<file path="src/rtl/sccb_pkg.sv">
package sccb_pkg;

    // command codes on the input channel
    localparam logic [1:0] CMD_TICK  = 2'd0;
    localparam logic [1:0] CMD_WRITE = 2'd1;
    localparam logic [1:0] CMD_READ  = 2'd2;

    // configuration register indexes
    localparam logic [1:0] CFG_DEV_ADDR    = 2'd0;
    localparam logic [1:0] CFG_HALF_PERIOD = 2'd1;
    localparam logic [1:0] CFG_WR_ATTEMPTS = 2'd2;
    localparam logic [1:0] CFG_RD_ATTEMPTS = 2'd3;

    localparam int CFG_IDX_W  = 2;
    localparam int CFG_DATA_W = 16;

    // reset values of the configuration registers
    localparam logic [7:0]  RST_DEV_ADDR    = 8'd66;
    localparam logic [15:0] RST_HALF_PERIOD = 16'd100;
    localparam logic [7:0]  RST_WR_ATTEMPTS = 8'd20;
    localparam logic [7:0]  RST_RD_ATTEMPTS = 8'd30;

    typedef enum logic [15:0] {
        PH_IDLE  = 16'h0001,
        PH_ST_A  = 16'h0002,
        PH_ST_B  = 16'h0004,
        PH_TX_LO = 16'h0008,
        PH_TX_HI = 16'h0010,
        PH_AK_LO = 16'h0020,
        PH_AK_HI = 16'h0040,
        PH_SP_A  = 16'h0080,
        PH_SP_B  = 16'h0100,
        PH_SP_C  = 16'h0200,
        PH_RX_LO = 16'h0400,
        PH_RX_HI = 16'h0800,
        PH_MA_A  = 16'h1000,
        PH_MA_B  = 16'h2000,
        PH_MA_C  = 16'h4000,
        PH_MA_D  = 16'h8000
    } t_phase;

    typedef enum logic [7:0] {
        SG_DEV    = 8'h01,
        SG_REG    = 8'h02,
        SG_DATA   = 8'h04,
        SG_STOP1  = 8'h08,
        SG_DEV_RD = 8'h10,
        SG_RX     = 8'h20,
        SG_FINAL  = 8'h40,
        SG_NACK   = 8'h80
    } t_segment;

    typedef enum logic [1:0] {
        OP_TICK  = 2'd0,
        OP_WRITE = 2'd1,
        OP_READ  = 2'd2
    } t_op_kind;

    typedef struct packed {
        logic [1:0] command;
        logic [7:0] reg_addr;
        logic [7:0] write_data;
        logic [7:0] read_count;
        logic       sda_sample;
    } t_in;

    typedef struct packed {
        logic       scl_level;
        logic       sda_level;
        logic       sda_enable;
        logic       busy_res;
        logic       done_res;
        logic       success;
        logic       byte_valid;
        logic [7:0] byte_value;
        logic       byte_last;
    } t_out;

    // classified request held in the queue
    typedef struct packed {
        t_op_kind   kind;
        logic [7:0] reg_addr;
        logic [7:0] write_data;
        logic [7:0] read_count;
        logic       sda_sample;
    } t_op;

    typedef struct packed {
        logic                  valid;
        logic [CFG_IDX_W-1:0]  index;
        logic [CFG_DATA_W-1:0] data;
    } t_cfg_wr;

endpackage

</file>
<file path="src/rtl/sccb_queue.sv">
module sccb_queue #(
    parameter int DEPTH = 2
) (
    input  logic         i_clk,
    input  logic         i_rst_n,
    input  logic         i_push,
    input  sccb_pkg::t_op i_push_data,
    output logic         o_full,
    input  logic         i_pop,
    output sccb_pkg::t_op o_pop_data,
    output logic         o_empty
);

    localparam int PTR_W = (DEPTH > 1) ? $clog2(DEPTH) : 1;
    localparam int CNT_W = $clog2(DEPTH + 1);

    sccb_pkg::t_op    r_mem [DEPTH];
    logic [PTR_W-1:0] r_wptr;
    logic [PTR_W-1:0] r_rptr;
    logic [CNT_W-1:0] r_count;

    logic do_push;
    logic do_pop;

    assign o_full     = (r_count == CNT_W'(DEPTH));
    assign o_empty    = (r_count == '0);
    assign do_push    = i_push && !o_full;
    assign do_pop     = i_pop && !o_empty;
    assign o_pop_data = r_mem[r_rptr];

    always_ff @(posedge i_clk) begin
        if (do_push) begin
            r_mem[r_wptr] <= i_push_data;
        end
    end

    always_ff @(posedge i_clk) begin
        if (!i_rst_n) begin
            r_wptr  <= '0;
            r_rptr  <= '0;
            r_count <= '0;
        end else begin
            if (do_push) begin
                r_wptr <= (r_wptr == PTR_W'(DEPTH - 1)) ? '0 : r_wptr + PTR_W'(1);
            end
            if (do_pop) begin
                r_rptr <= (r_rptr == PTR_W'(DEPTH - 1)) ? '0 : r_rptr + PTR_W'(1);
            end
            if (do_push && !do_pop) begin
                r_count <= r_count + CNT_W'(1);
            end else if (do_pop && !do_push) begin
                r_count <= r_count - CNT_W'(1);
            end
        end
    end

endmodule

</file>
<file path="src/rtl/sccb_engine.sv">
module sccb_engine (
    input  logic              i_clk,
    input  logic              i_rst_n,
    input  sccb_pkg::t_cfg_wr i_cfg,
    input  logic              i_op_empty,
    input  sccb_pkg::t_op     i_op,
    output logic              o_op_pop,
    output logic              o_out_valid,
    input  logic              i_out_ready,
    output sccb_pkg::t_out    o_out
);

    // configuration
    logic [7:0]  r_dev_addr;
    logic [15:0] r_half_period;
    logic [7:0]  r_wr_attempts;
    logic [7:0]  r_rd_attempts;

    // bus state
    sccb_pkg::t_phase   r_phase,  n_phase;
    sccb_pkg::t_segment r_segment, n_segment;
    logic        r_is_read,   n_is_read;
    logic [7:0]  r_latch_reg, n_latch_reg;
    logic [7:0]  r_latch_dat, n_latch_dat;
    logic [7:0]  r_shift,     n_shift;
    logic [3:0]  r_bit_cnt,   n_bit_cnt;
    logic [7:0]  r_bytes_left, n_bytes_left;
    logic [7:0]  r_attempt,   n_attempt;
    logic [15:0] r_delay,     n_delay;
    logic [7:0]  r_req_cnt,   n_req_cnt;

    logic           r_out_valid;
    sccb_pkg::t_out r_out;
    sccb_pkg::t_out n_res;

    logic        fire;
    logic        end_iv;
    logic        ackbit;
    logic        fail_now;
    logic        done_now;
    logic        ok_now;
    logic [7:0]  attempt_inc;
    logic [7:0]  limit;
    logic        give_up;
    logic [3:0]  bit_inc;
    logic [7:0]  shift_rx;
    logic [7:0]  bytes_dec;

    assign fire        = !i_op_empty && (!r_out_valid || i_out_ready);
    assign o_op_pop    = fire;
    assign o_out_valid = r_out_valid;
    assign o_out       = r_out;

    assign end_iv      = ({1'b0, r_delay} + 17'd1) >= {1'b0, r_half_period};
    assign ackbit      = (r_bytes_left == 8'd1);
    assign attempt_inc = r_attempt + 8'd1;
    assign limit       = r_is_read ? r_rd_attempts : r_wr_attempts;
    assign give_up     = (attempt_inc >= limit) || (attempt_inc == 8'd0);
    assign bit_inc     = r_bit_cnt + 4'd1;
    assign shift_rx    = {r_shift[6:0], i_op.sda_sample};
    assign bytes_dec   = r_bytes_left - 8'd1;

    always_comb begin
        n_phase      = r_phase;
        n_segment    = r_segment;
        n_is_read    = r_is_read;
        n_latch_reg  = r_latch_reg;
        n_latch_dat  = r_latch_dat;
        n_shift      = r_shift;
        n_bit_cnt    = r_bit_cnt;
        n_bytes_left = r_bytes_left;
        n_attempt    = r_attempt;
        n_delay      = r_delay;
        n_req_cnt    = r_req_cnt;
        fail_now     = 1'b0;
        done_now     = 1'b0;
        ok_now       = 1'b0;

        n_res            = '0;
        n_res.scl_level  = 1'b1;
        n_res.sda_level  = 1'b1;
        n_res.sda_enable = 1'b1;
        n_res.busy_res   = (r_phase != sccb_pkg::PH_IDLE);

        // line levels of this tick
        unique case (r_phase)
            sccb_pkg::PH_ST_A: begin
                n_res.sda_enable = 1'b0;
            end
            sccb_pkg::PH_ST_B: begin
                n_res.sda_level = 1'b0;
            end
            sccb_pkg::PH_TX_LO: begin
                n_res.scl_level = 1'b0;
                n_res.sda_level = r_shift[7];
            end
            sccb_pkg::PH_TX_HI: begin
                n_res.sda_level = r_shift[7];
            end
            sccb_pkg::PH_AK_LO, sccb_pkg::PH_RX_LO, sccb_pkg::PH_MA_A: begin
                n_res.scl_level  = 1'b0;
                n_res.sda_enable = 1'b0;
            end
            sccb_pkg::PH_AK_HI, sccb_pkg::PH_RX_HI: begin
                n_res.sda_enable = 1'b0;
            end
            sccb_pkg::PH_SP_A: begin
                n_res.scl_level = 1'b0;
                n_res.sda_level = 1'b0;
            end
            sccb_pkg::PH_SP_B: begin
                n_res.sda_level = 1'b0;
            end
            sccb_pkg::PH_MA_B, sccb_pkg::PH_MA_D: begin
                n_res.scl_level = 1'b0;
                n_res.sda_level = ackbit;
            end
            sccb_pkg::PH_MA_C: begin
                n_res.sda_level = ackbit;
            end
            default: begin
            end
        endcase

        if (r_phase == sccb_pkg::PH_IDLE) begin
            if (i_op.kind == sccb_pkg::OP_WRITE || i_op.kind == sccb_pkg::OP_READ) begin
                n_is_read    = (i_op.kind == sccb_pkg::OP_READ);
                n_latch_reg  = i_op.reg_addr;
                n_latch_dat  = i_op.write_data;
                n_req_cnt    = i_op.read_count;
                n_bytes_left = i_op.read_count;
                n_attempt    = 8'd0;
                n_segment    = sccb_pkg::SG_DEV;
                n_phase      = sccb_pkg::PH_ST_A;
                n_delay      = 16'd0;
            end
        end else if (!end_iv) begin
            n_delay = r_delay + 16'd1;
        end else begin
            n_delay = 16'd0;
            unique case (r_phase)
                sccb_pkg::PH_ST_A: begin
                    if (!i_op.sda_sample) begin
                        fail_now = 1'b1;
                    end else begin
                        n_phase = sccb_pkg::PH_ST_B;
                    end
                end
                sccb_pkg::PH_ST_B: begin
                    if (i_op.sda_sample) begin
                        fail_now = 1'b1;
                    end else begin
                        n_shift   = (r_segment == sccb_pkg::SG_DEV_RD) ?
                                    r_dev_addr + 8'd1 : r_dev_addr;
                        n_bit_cnt = 4'd0;
                        n_phase   = sccb_pkg::PH_TX_LO;
                    end
                end
                sccb_pkg::PH_TX_LO: n_phase = sccb_pkg::PH_TX_HI;
                sccb_pkg::PH_TX_HI: begin
                    n_shift   = {r_shift[6:0], 1'b0};
                    n_bit_cnt = bit_inc;
                    n_phase   = (bit_inc >= 4'd8) ? sccb_pkg::PH_AK_LO : sccb_pkg::PH_TX_LO;
                end
                sccb_pkg::PH_AK_LO: n_phase = sccb_pkg::PH_AK_HI;
                sccb_pkg::PH_AK_HI: begin
                    if (r_segment == sccb_pkg::SG_DEV) begin
                        if (i_op.sda_sample) begin
                            n_segment = sccb_pkg::SG_NACK;
                            n_phase   = sccb_pkg::PH_SP_A;
                        end else begin
                            n_segment = sccb_pkg::SG_REG;
                            n_shift   = r_latch_reg;
                            n_bit_cnt = 4'd0;
                            n_phase   = sccb_pkg::PH_TX_LO;
                        end
                    end else if (r_segment == sccb_pkg::SG_REG) begin
                        if (r_is_read) begin
                            n_segment = sccb_pkg::SG_STOP1;
                            n_phase   = sccb_pkg::PH_SP_A;
                        end else begin
                            n_segment = sccb_pkg::SG_DATA;
                            n_shift   = r_latch_dat;
                            n_bit_cnt = 4'd0;
                            n_phase   = sccb_pkg::PH_TX_LO;
                        end
                    end else if (r_segment == sccb_pkg::SG_DEV_RD) begin
                        if (i_op.sda_sample) begin
                            n_segment = sccb_pkg::SG_NACK;
                            n_phase   = sccb_pkg::PH_SP_A;
                        end else if (r_req_cnt == 8'd0) begin
                            n_segment = sccb_pkg::SG_FINAL;
                            n_phase   = sccb_pkg::PH_SP_A;
                        end else begin
                            n_segment    = sccb_pkg::SG_RX;
                            n_bytes_left = r_req_cnt;
                            n_bit_cnt    = 4'd0;
                            n_shift      = 8'd0;
                            n_phase      = sccb_pkg::PH_RX_LO;
                        end
                    end else begin
                        n_segment = sccb_pkg::SG_FINAL;
                        n_phase   = sccb_pkg::PH_SP_A;
                    end
                end
                sccb_pkg::PH_SP_A: n_phase = sccb_pkg::PH_SP_B;
                sccb_pkg::PH_SP_B: n_phase = sccb_pkg::PH_SP_C;
                sccb_pkg::PH_SP_C: begin
                    if (r_segment == sccb_pkg::SG_STOP1) begin
                        n_segment = sccb_pkg::SG_DEV_RD;
                        n_phase   = sccb_pkg::PH_ST_A;
                    end else if (r_segment == sccb_pkg::SG_NACK) begin
                        fail_now = 1'b1;
                    end else begin
                        done_now = 1'b1;
                        ok_now   = 1'b1;
                        n_phase  = sccb_pkg::PH_IDLE;
                    end
                end
                sccb_pkg::PH_RX_LO: n_phase = sccb_pkg::PH_RX_HI;
                sccb_pkg::PH_RX_HI: begin
                    n_shift   = shift_rx;
                    n_bit_cnt = bit_inc;
                    if (bit_inc >= 4'd8) begin
                        n_res.byte_valid = 1'b1;
                        n_res.byte_value = shift_rx;
                        n_res.byte_last  = ackbit;
                        n_phase          = sccb_pkg::PH_MA_A;
                    end else begin
                        n_phase = sccb_pkg::PH_RX_LO;
                    end
                end
                sccb_pkg::PH_MA_A: n_phase = sccb_pkg::PH_MA_B;
                sccb_pkg::PH_MA_B: n_phase = sccb_pkg::PH_MA_C;
                sccb_pkg::PH_MA_C: n_phase = sccb_pkg::PH_MA_D;
                sccb_pkg::PH_MA_D: begin
                    n_bytes_left = bytes_dec;
                    if (bytes_dec == 8'd0) begin
                        n_segment = sccb_pkg::SG_FINAL;
                        n_phase   = sccb_pkg::PH_SP_A;
                    end else begin
                        n_bit_cnt = 4'd0;
                        n_shift   = 8'd0;
                        n_phase   = sccb_pkg::PH_RX_LO;
                    end
                end
                default: n_phase = sccb_pkg::PH_IDLE;
            endcase

            // failed attempt: retry from start, or give up
            if (fail_now) begin
                n_attempt = attempt_inc;
                if (give_up) begin
                    done_now = 1'b1;
                    ok_now   = 1'b0;
                    n_phase  = sccb_pkg::PH_IDLE;
                end else begin
                    n_segment = sccb_pkg::SG_DEV;
                    n_phase   = sccb_pkg::PH_ST_A;
                end
            end
        end

        n_res.done_res = done_now;
        n_res.success  = done_now && ok_now;
    end

    always_ff @(posedge i_clk) begin
        if (!i_rst_n) begin
            r_dev_addr    <= sccb_pkg::RST_DEV_ADDR;
            r_half_period <= sccb_pkg::RST_HALF_PERIOD;
            r_wr_attempts <= sccb_pkg::RST_WR_ATTEMPTS;
            r_rd_attempts <= sccb_pkg::RST_RD_ATTEMPTS;
        end else if (i_cfg.valid) begin
            unique case (i_cfg.index)
                sccb_pkg::CFG_DEV_ADDR:    r_dev_addr    <= i_cfg.data[7:0];
                sccb_pkg::CFG_HALF_PERIOD: r_half_period <= i_cfg.data;
                sccb_pkg::CFG_WR_ATTEMPTS: r_wr_attempts <= i_cfg.data[7:0];
                sccb_pkg::CFG_RD_ATTEMPTS: r_rd_attempts <= i_cfg.data[7:0];
                default: begin
                end
            endcase
        end
    end

    always_ff @(posedge i_clk) begin
        if (!i_rst_n) begin
            r_phase      <= sccb_pkg::PH_IDLE;
            r_segment    <= sccb_pkg::SG_DEV;
            r_is_read    <= 1'b0;
            r_latch_reg  <= 8'd0;
            r_latch_dat  <= 8'd0;
            r_shift      <= 8'd0;
            r_bit_cnt    <= 4'd0;
            r_bytes_left <= 8'd0;
            r_attempt    <= 8'd0;
            r_delay      <= 16'd0;
            r_req_cnt    <= 8'd0;
            r_out_valid  <= 1'b0;
        end else begin
            if (fire) begin
                r_phase      <= n_phase;
                r_segment    <= n_segment;
                r_is_read    <= n_is_read;
                r_latch_reg  <= n_latch_reg;
                r_latch_dat  <= n_latch_dat;
                r_shift      <= n_shift;
                r_bit_cnt    <= n_bit_cnt;
                r_bytes_left <= n_bytes_left;
                r_attempt    <= n_attempt;
                r_delay      <= n_delay;
                r_req_cnt    <= n_req_cnt;
                r_out_valid  <= 1'b1;
            end else if (i_out_ready) begin
                r_out_valid <= 1'b0;
            end
        end
    end

    always_ff @(posedge i_clk) begin
        if (fire) begin
            r_out <= n_res;
        end
    end

endmodule

</file>
<file path="src/rtl/sccb_register_master.sv">
// Channel   Direction  Handshake                 Payload
// in        input      i_in_valid / o_in_ready   i_in  (sccb_pkg::t_in)
// out       output     o_out_valid / i_out_ready o_out (sccb_pkg::t_out)
// cfg       input      i_cfg_valid / o_cfg_ready i_cfg_index, i_cfg_data
//
// One request per cycle is taken and one result leaves per cycle while the output is not stalled.
// A request is registered in the request queue, then in the bus engine, whose single
// state update per tick feeds the output register.
// Reset (synchronous, active low) empties the queue and the output register,
// returns the bus to idle and reloads the configuration defaults.
// A stalled output holds the engine; the queue keeps taking requests until full.

module sccb_register_master #(
    parameter int QUEUE_DEPTH = 2
) (
    input  logic                                i_clk,
    input  logic                                i_rst_n,
    input  logic                                i_in_valid,
    output logic                                o_in_ready,
    input  sccb_pkg::t_in                       i_in,
    output logic                                o_out_valid,
    input  logic                                i_out_ready,
    output sccb_pkg::t_out                      o_out,
    input  logic                                i_cfg_valid,
    output logic                                o_cfg_ready,
    input  logic [sccb_pkg::CFG_IDX_W-1:0]      i_cfg_index,
    input  logic [sccb_pkg::CFG_DATA_W-1:0]     i_cfg_data
);

    sccb_pkg::t_op     op_in;
    sccb_pkg::t_op     op_head;
    sccb_pkg::t_cfg_wr cfg_wr;
    logic              q_full;
    logic              q_empty;
    logic              q_pop;

    // front: classify the command; unknown codes act as a plain tick
    always_comb begin
        op_in.reg_addr   = i_in.reg_addr;
        op_in.write_data = i_in.write_data;
        op_in.read_count = i_in.read_count;
        op_in.sda_sample = i_in.sda_sample;
        unique case (i_in.command)
            sccb_pkg::CMD_WRITE: op_in.kind = sccb_pkg::OP_WRITE;
            sccb_pkg::CMD_READ:  op_in.kind = sccb_pkg::OP_READ;
            default:             op_in.kind = sccb_pkg::OP_TICK;
        endcase
    end

    assign o_in_ready   = !q_full;
    assign o_cfg_ready  = 1'b1;
    assign cfg_wr.valid = i_cfg_valid;
    assign cfg_wr.index = i_cfg_index;
    assign cfg_wr.data  = i_cfg_data;

    sccb_queue #(
        .DEPTH (QUEUE_DEPTH)
    ) u_queue (
        .i_clk       (i_clk),
        .i_rst_n     (i_rst_n),
        .i_push      (i_in_valid),
        .i_push_data (op_in),
        .o_full      (q_full),
        .i_pop       (q_pop),
        .o_pop_data  (op_head),
        .o_empty     (q_empty)
    );

    // back: bus timing engine with output register
    sccb_engine u_engine (
        .i_clk       (i_clk),
        .i_rst_n     (i_rst_n),
        .i_cfg       (cfg_wr),
        .i_op_empty  (q_empty),
        .i_op        (op_head),
        .o_op_pop    (q_pop),
        .o_out_valid (o_out_valid),
        .i_out_ready (i_out_ready),
        .o_out       (o_out)
    );

endmodule
</file>
<file path="config.mk">
export PLATFORM = sky130hd
export DESIGN_NAME = sccb_register_master
export DESIGN_NICKNAME = d
export VERILOG_FILES = /design/src/rtl/sccb_pkg.sv /design/src/rtl/sccb_queue.sv /design/src/rtl/sccb_engine.sv /design/src/rtl/sccb_register_master.sv
export SDC_FILE = /design/constraint.sdc
export NUM_CORES = 1
export LEC_CHECK = 0
export ABC_CLOCK_PERIOD_IN_PS = 4400
export BUFFER_PORTS_ARGS = -buffer_cell sky130_fd_sc_hd__buf_4
export CORE_MARGIN = 10
export CORE_UTILIZATION = 55
export DETAILED_ROUTE_END_ITERATION = 10
export PLACE_DENSITY = 0.73
export SKIP_LAST_GASP = 1
export SYNTH_ARGS = -nofsm -noshare
export SYNTH_HDL_FRONTEND = slang
export SYNTH_SLANG_ARGS = --single-unit
export TNS_END_PERCENT = 5
</file>
<file path="constraint.sdc">
create_clock -name i_clk -period 4.4 [get_ports i_clk]
set_input_delay 0.88 -clock i_clk [delete_from_list [all_inputs] [get_ports i_clk]]
set_output_delay 0.88 -clock i_clk [all_outputs]
set_load 0.02 [all_outputs]
</file>
==> qor.yml <==
status: "complete, no violations"
row_count: 50
ctsResizeCount: 0
whs_path_depth: 2
layout_common_cells: "139 x dfxtp_1, 111 x nand2_1, 103 x nor2_1, 86 x buf_4, 70 x edfxtp_1"
setup.worst_path.start: "u_engine.r_delay[0]$_SDFFE_PN0P_"
drtAntennaViolNets: 0
setup_violations: 0
fmax_ghz: 0.2531
crit_buf_inv: 1
synth_cells: 1084
drt-total-wl_mm: 24.71
fin_worst_skew_ns: 0.01618
die_y_um: 158.7
ys.flop_type: "dfxtp_1"
avgSynthCellArea_um2: 9.755
ys_ff_latch: 209
placed_cell_area_um2: 11280
netlist_area_um2: 10570
utilization: 0.6347
path_depth: 16
power.total_mw: 5.945
start_kind: "flip-flop"
synth_warnings: 0
dp.cells: 1369
cpPeakStageDelay_ns: 0.38
power_density_nw_per_um2: 497.4
final_common_cell: "dfxtp_1"
synth_edf_count: 70
fp.dieW_um: 158.7
via_count: 8249
rsz0062_at_grt: "false"
cp_slowest_cell: "dfxtp_1"
cp-end-kind: "flip-flop"
async_reset_ff_frac: 0
drv_cap: 0
clock-sinks: 209
path_max_fanout: 29
timing.rr.end: "u_engine.r_attempt[3]$_SDFFE_PN0P_"
antenna_cells: 0
first_pass_iters: 5
drc_errors: 0
final_hold_viol_count: 0
timing.hold.ws_ns: 0.4568
port_buffers: 67
hold_end: "u_engine.r_rd_attempts[6]$_SDFFE_PN0P_"
tightest_slew_ns: 1.150
cts-root-buf: "clkbuf_16"
clock_latency_ns: 0.51
crit_family: "compound AO/OA/AOI/OAI gates"
drt_iter0_markers: 526
syn_nets: 1168
syn_to_final_growth_pct: 13.03
die_area_um2: 25170
drive_above_1_share: 0.1471
r2r_start: "u_engine.r_delay[0]$_SDFFE_PN0P_"
cts_buffers: 23
grt_first_pass_wirelength_mm: 40.30
fin_nets: 1218
clockBufferDepth: 3
setup_slack_ns: 0.4496
fin_setup_tns_ns: 0
dp_hpwl_mm: 17.47
critPathKind: "flip-flop to flip-flop"
num_io_pins: 69
leakage_nw: 4.565
first_global_vias: 7978
start_util: 0.5615
postCtsSetupRepairBufs: 0
irDropWorstVdd_uv: 396.0
slew_headroom: 0.2305
hold_buffers: 0
timing.final.crit_period_ns: 3.950
largest_reg_flops: 54
finalWeightedCongestion: 0.8848
final_cells: 1409
r2r_cells: 16
top_register: "u_queue.r_mem"
synth_cell_type_count: 85
via_per_inst: 5.855
required_ns: 4.79
hold_start: "u_engine.r_rd_attempts[6]$_SDFFE_PN0P_"
core-area_um2: 18830
synth-seq-area-share: 0.4620
grt.total_usage: 0.1943
reg2reg_setup_slack_ns: 0.45
htree_levels: 1
grt_max_degree: 44
dp_worst_setup_slack_ns: 0.4734
crit_chain: "ha_1, nand3_1, nor3_1, and3_1, nand3_1, nor2_1, xor2_1, ha_1, nand2_1, nor2_1, a221o_1, o31a_1, o31ai_4, buf_4, o21ai_1, a31o_1"
cp.arrival_ns: 4.34
slew_violations: 0
min-delay-path-class: "flip-flop to flip-flop"
finalCritPeriodShare: 0.8978
grt_antenna_before_repair: 0
clkTransAtPathRegs_ns: 0.06
cts_tree: "done"
wire_per_inst_um: 17.54
final_area_um2: 11950
grt_overflow: 0
## cells in the mapped netlist, types with 26 or more instances
master	n	share of area
nor2_1	104	0.037
o21ai_0	28	0.013
xnor2_1	28	0.023
nand3_1	36	0.017
nor3_1	31	0.015
mux2i_1	51	0.048
ha_1	34	0.040
nand2_1	111	0.039
a21oi_1	60	0.028
xor2_1	28	0.023
edfxtp_1	70	0.20
clkbuf_1	26	0.0092
dfxtp_1	139	0.26
## worst max-delay path by stage
stage / endpoint / slack [ns]
final: u_engine.r_attempt[3]$_SDFFE_PN0P_ / 0.45
after global routing: u_engine.r_attempt[3]$_SDFFE_PN0P_ / 0.18
after CTS: u_engine.r_attempt[3]$_SDFFE_PN0P_ / 0.46
after detailed placement: u_engine.r_attempt[3]$_SDFFE_PN0P_ / 0.47
after global placement: u_engine.r_attempt[3]$_SDFFE_PN0P_ / 0.59
after floorplan: u_engine.r_attempt[3]$_SDFFE_PN0P_ / 0.77
## per-layer routing
| layer | vias to the layer above | global-route usage | wire (um) |
|---|---|---|---|
| li1 | 4064 | - | - |
| met1 | 3905 | 0.2598 | 11130 |
| met2 | 237 | 0.3169 | 11510 |
| met3 | 43 | 0.03238 | 1473 |
| met4 | 0 | 0.05602 | 587 |
| met5 | - | 0 | 0 |
## logic make-up (layout without fill, tap and decap cells)
logic type,Yosys count,count (layout),synth area share
flip-flops,209,209,0.4620
AO/OA/AOI/OAI,218,218,0.1473
XOR/XNOR,56,56,0.04639
multiplexers,61,61,0.05893
other,1,1,0.0003546
AND/OR/NAND/NOR,416,416,0.2065
adder cells (fa/ha/maj),34,34,0.04023
buffers and inverters,89,154,0.03834
## where the power goes
group / internal (mW) / switching, mW / total, mW
Combinational: 0.616 / 1.07 / 1.69
Clock: 1.01 / 0.737 / 1.75
Sequential: 2.32 / 0.191 / 2.51
## worst register-to-register path: stages (launching register included)
cell	delay [ns]
dfxtp_1	0.38
ha_1	0.22
nand3_1	0.17
nor3_1	0.26
and3_1	0.24
nand3_1	0.17
nor2_1	0.15
xor2_1	0.17
ha_1	0.26
nand2_1	0.11
nor2_1	0.06
a221o_1	0.31
o31a_1	0.33
o31ai_4	0.32
buf_4	0.38
o21ai_1	0.11
a31o_1	0.21
## final cells by class
type / instances / area [um2]
Sequential cell: 209 / 4885
Fill cell: 1609 / 6879
Timing Repair Buffer: 87 / 665.6
Clock inverter: 11 / 77.57
Clock buffer: 29 / 598.1
Inverter: 27 / 101.3
Multi-Input combinational cell: 786 / 5299
Tap cell: 260 / 325.3
No activity file was read; power rests on OpenSTA's default activity.
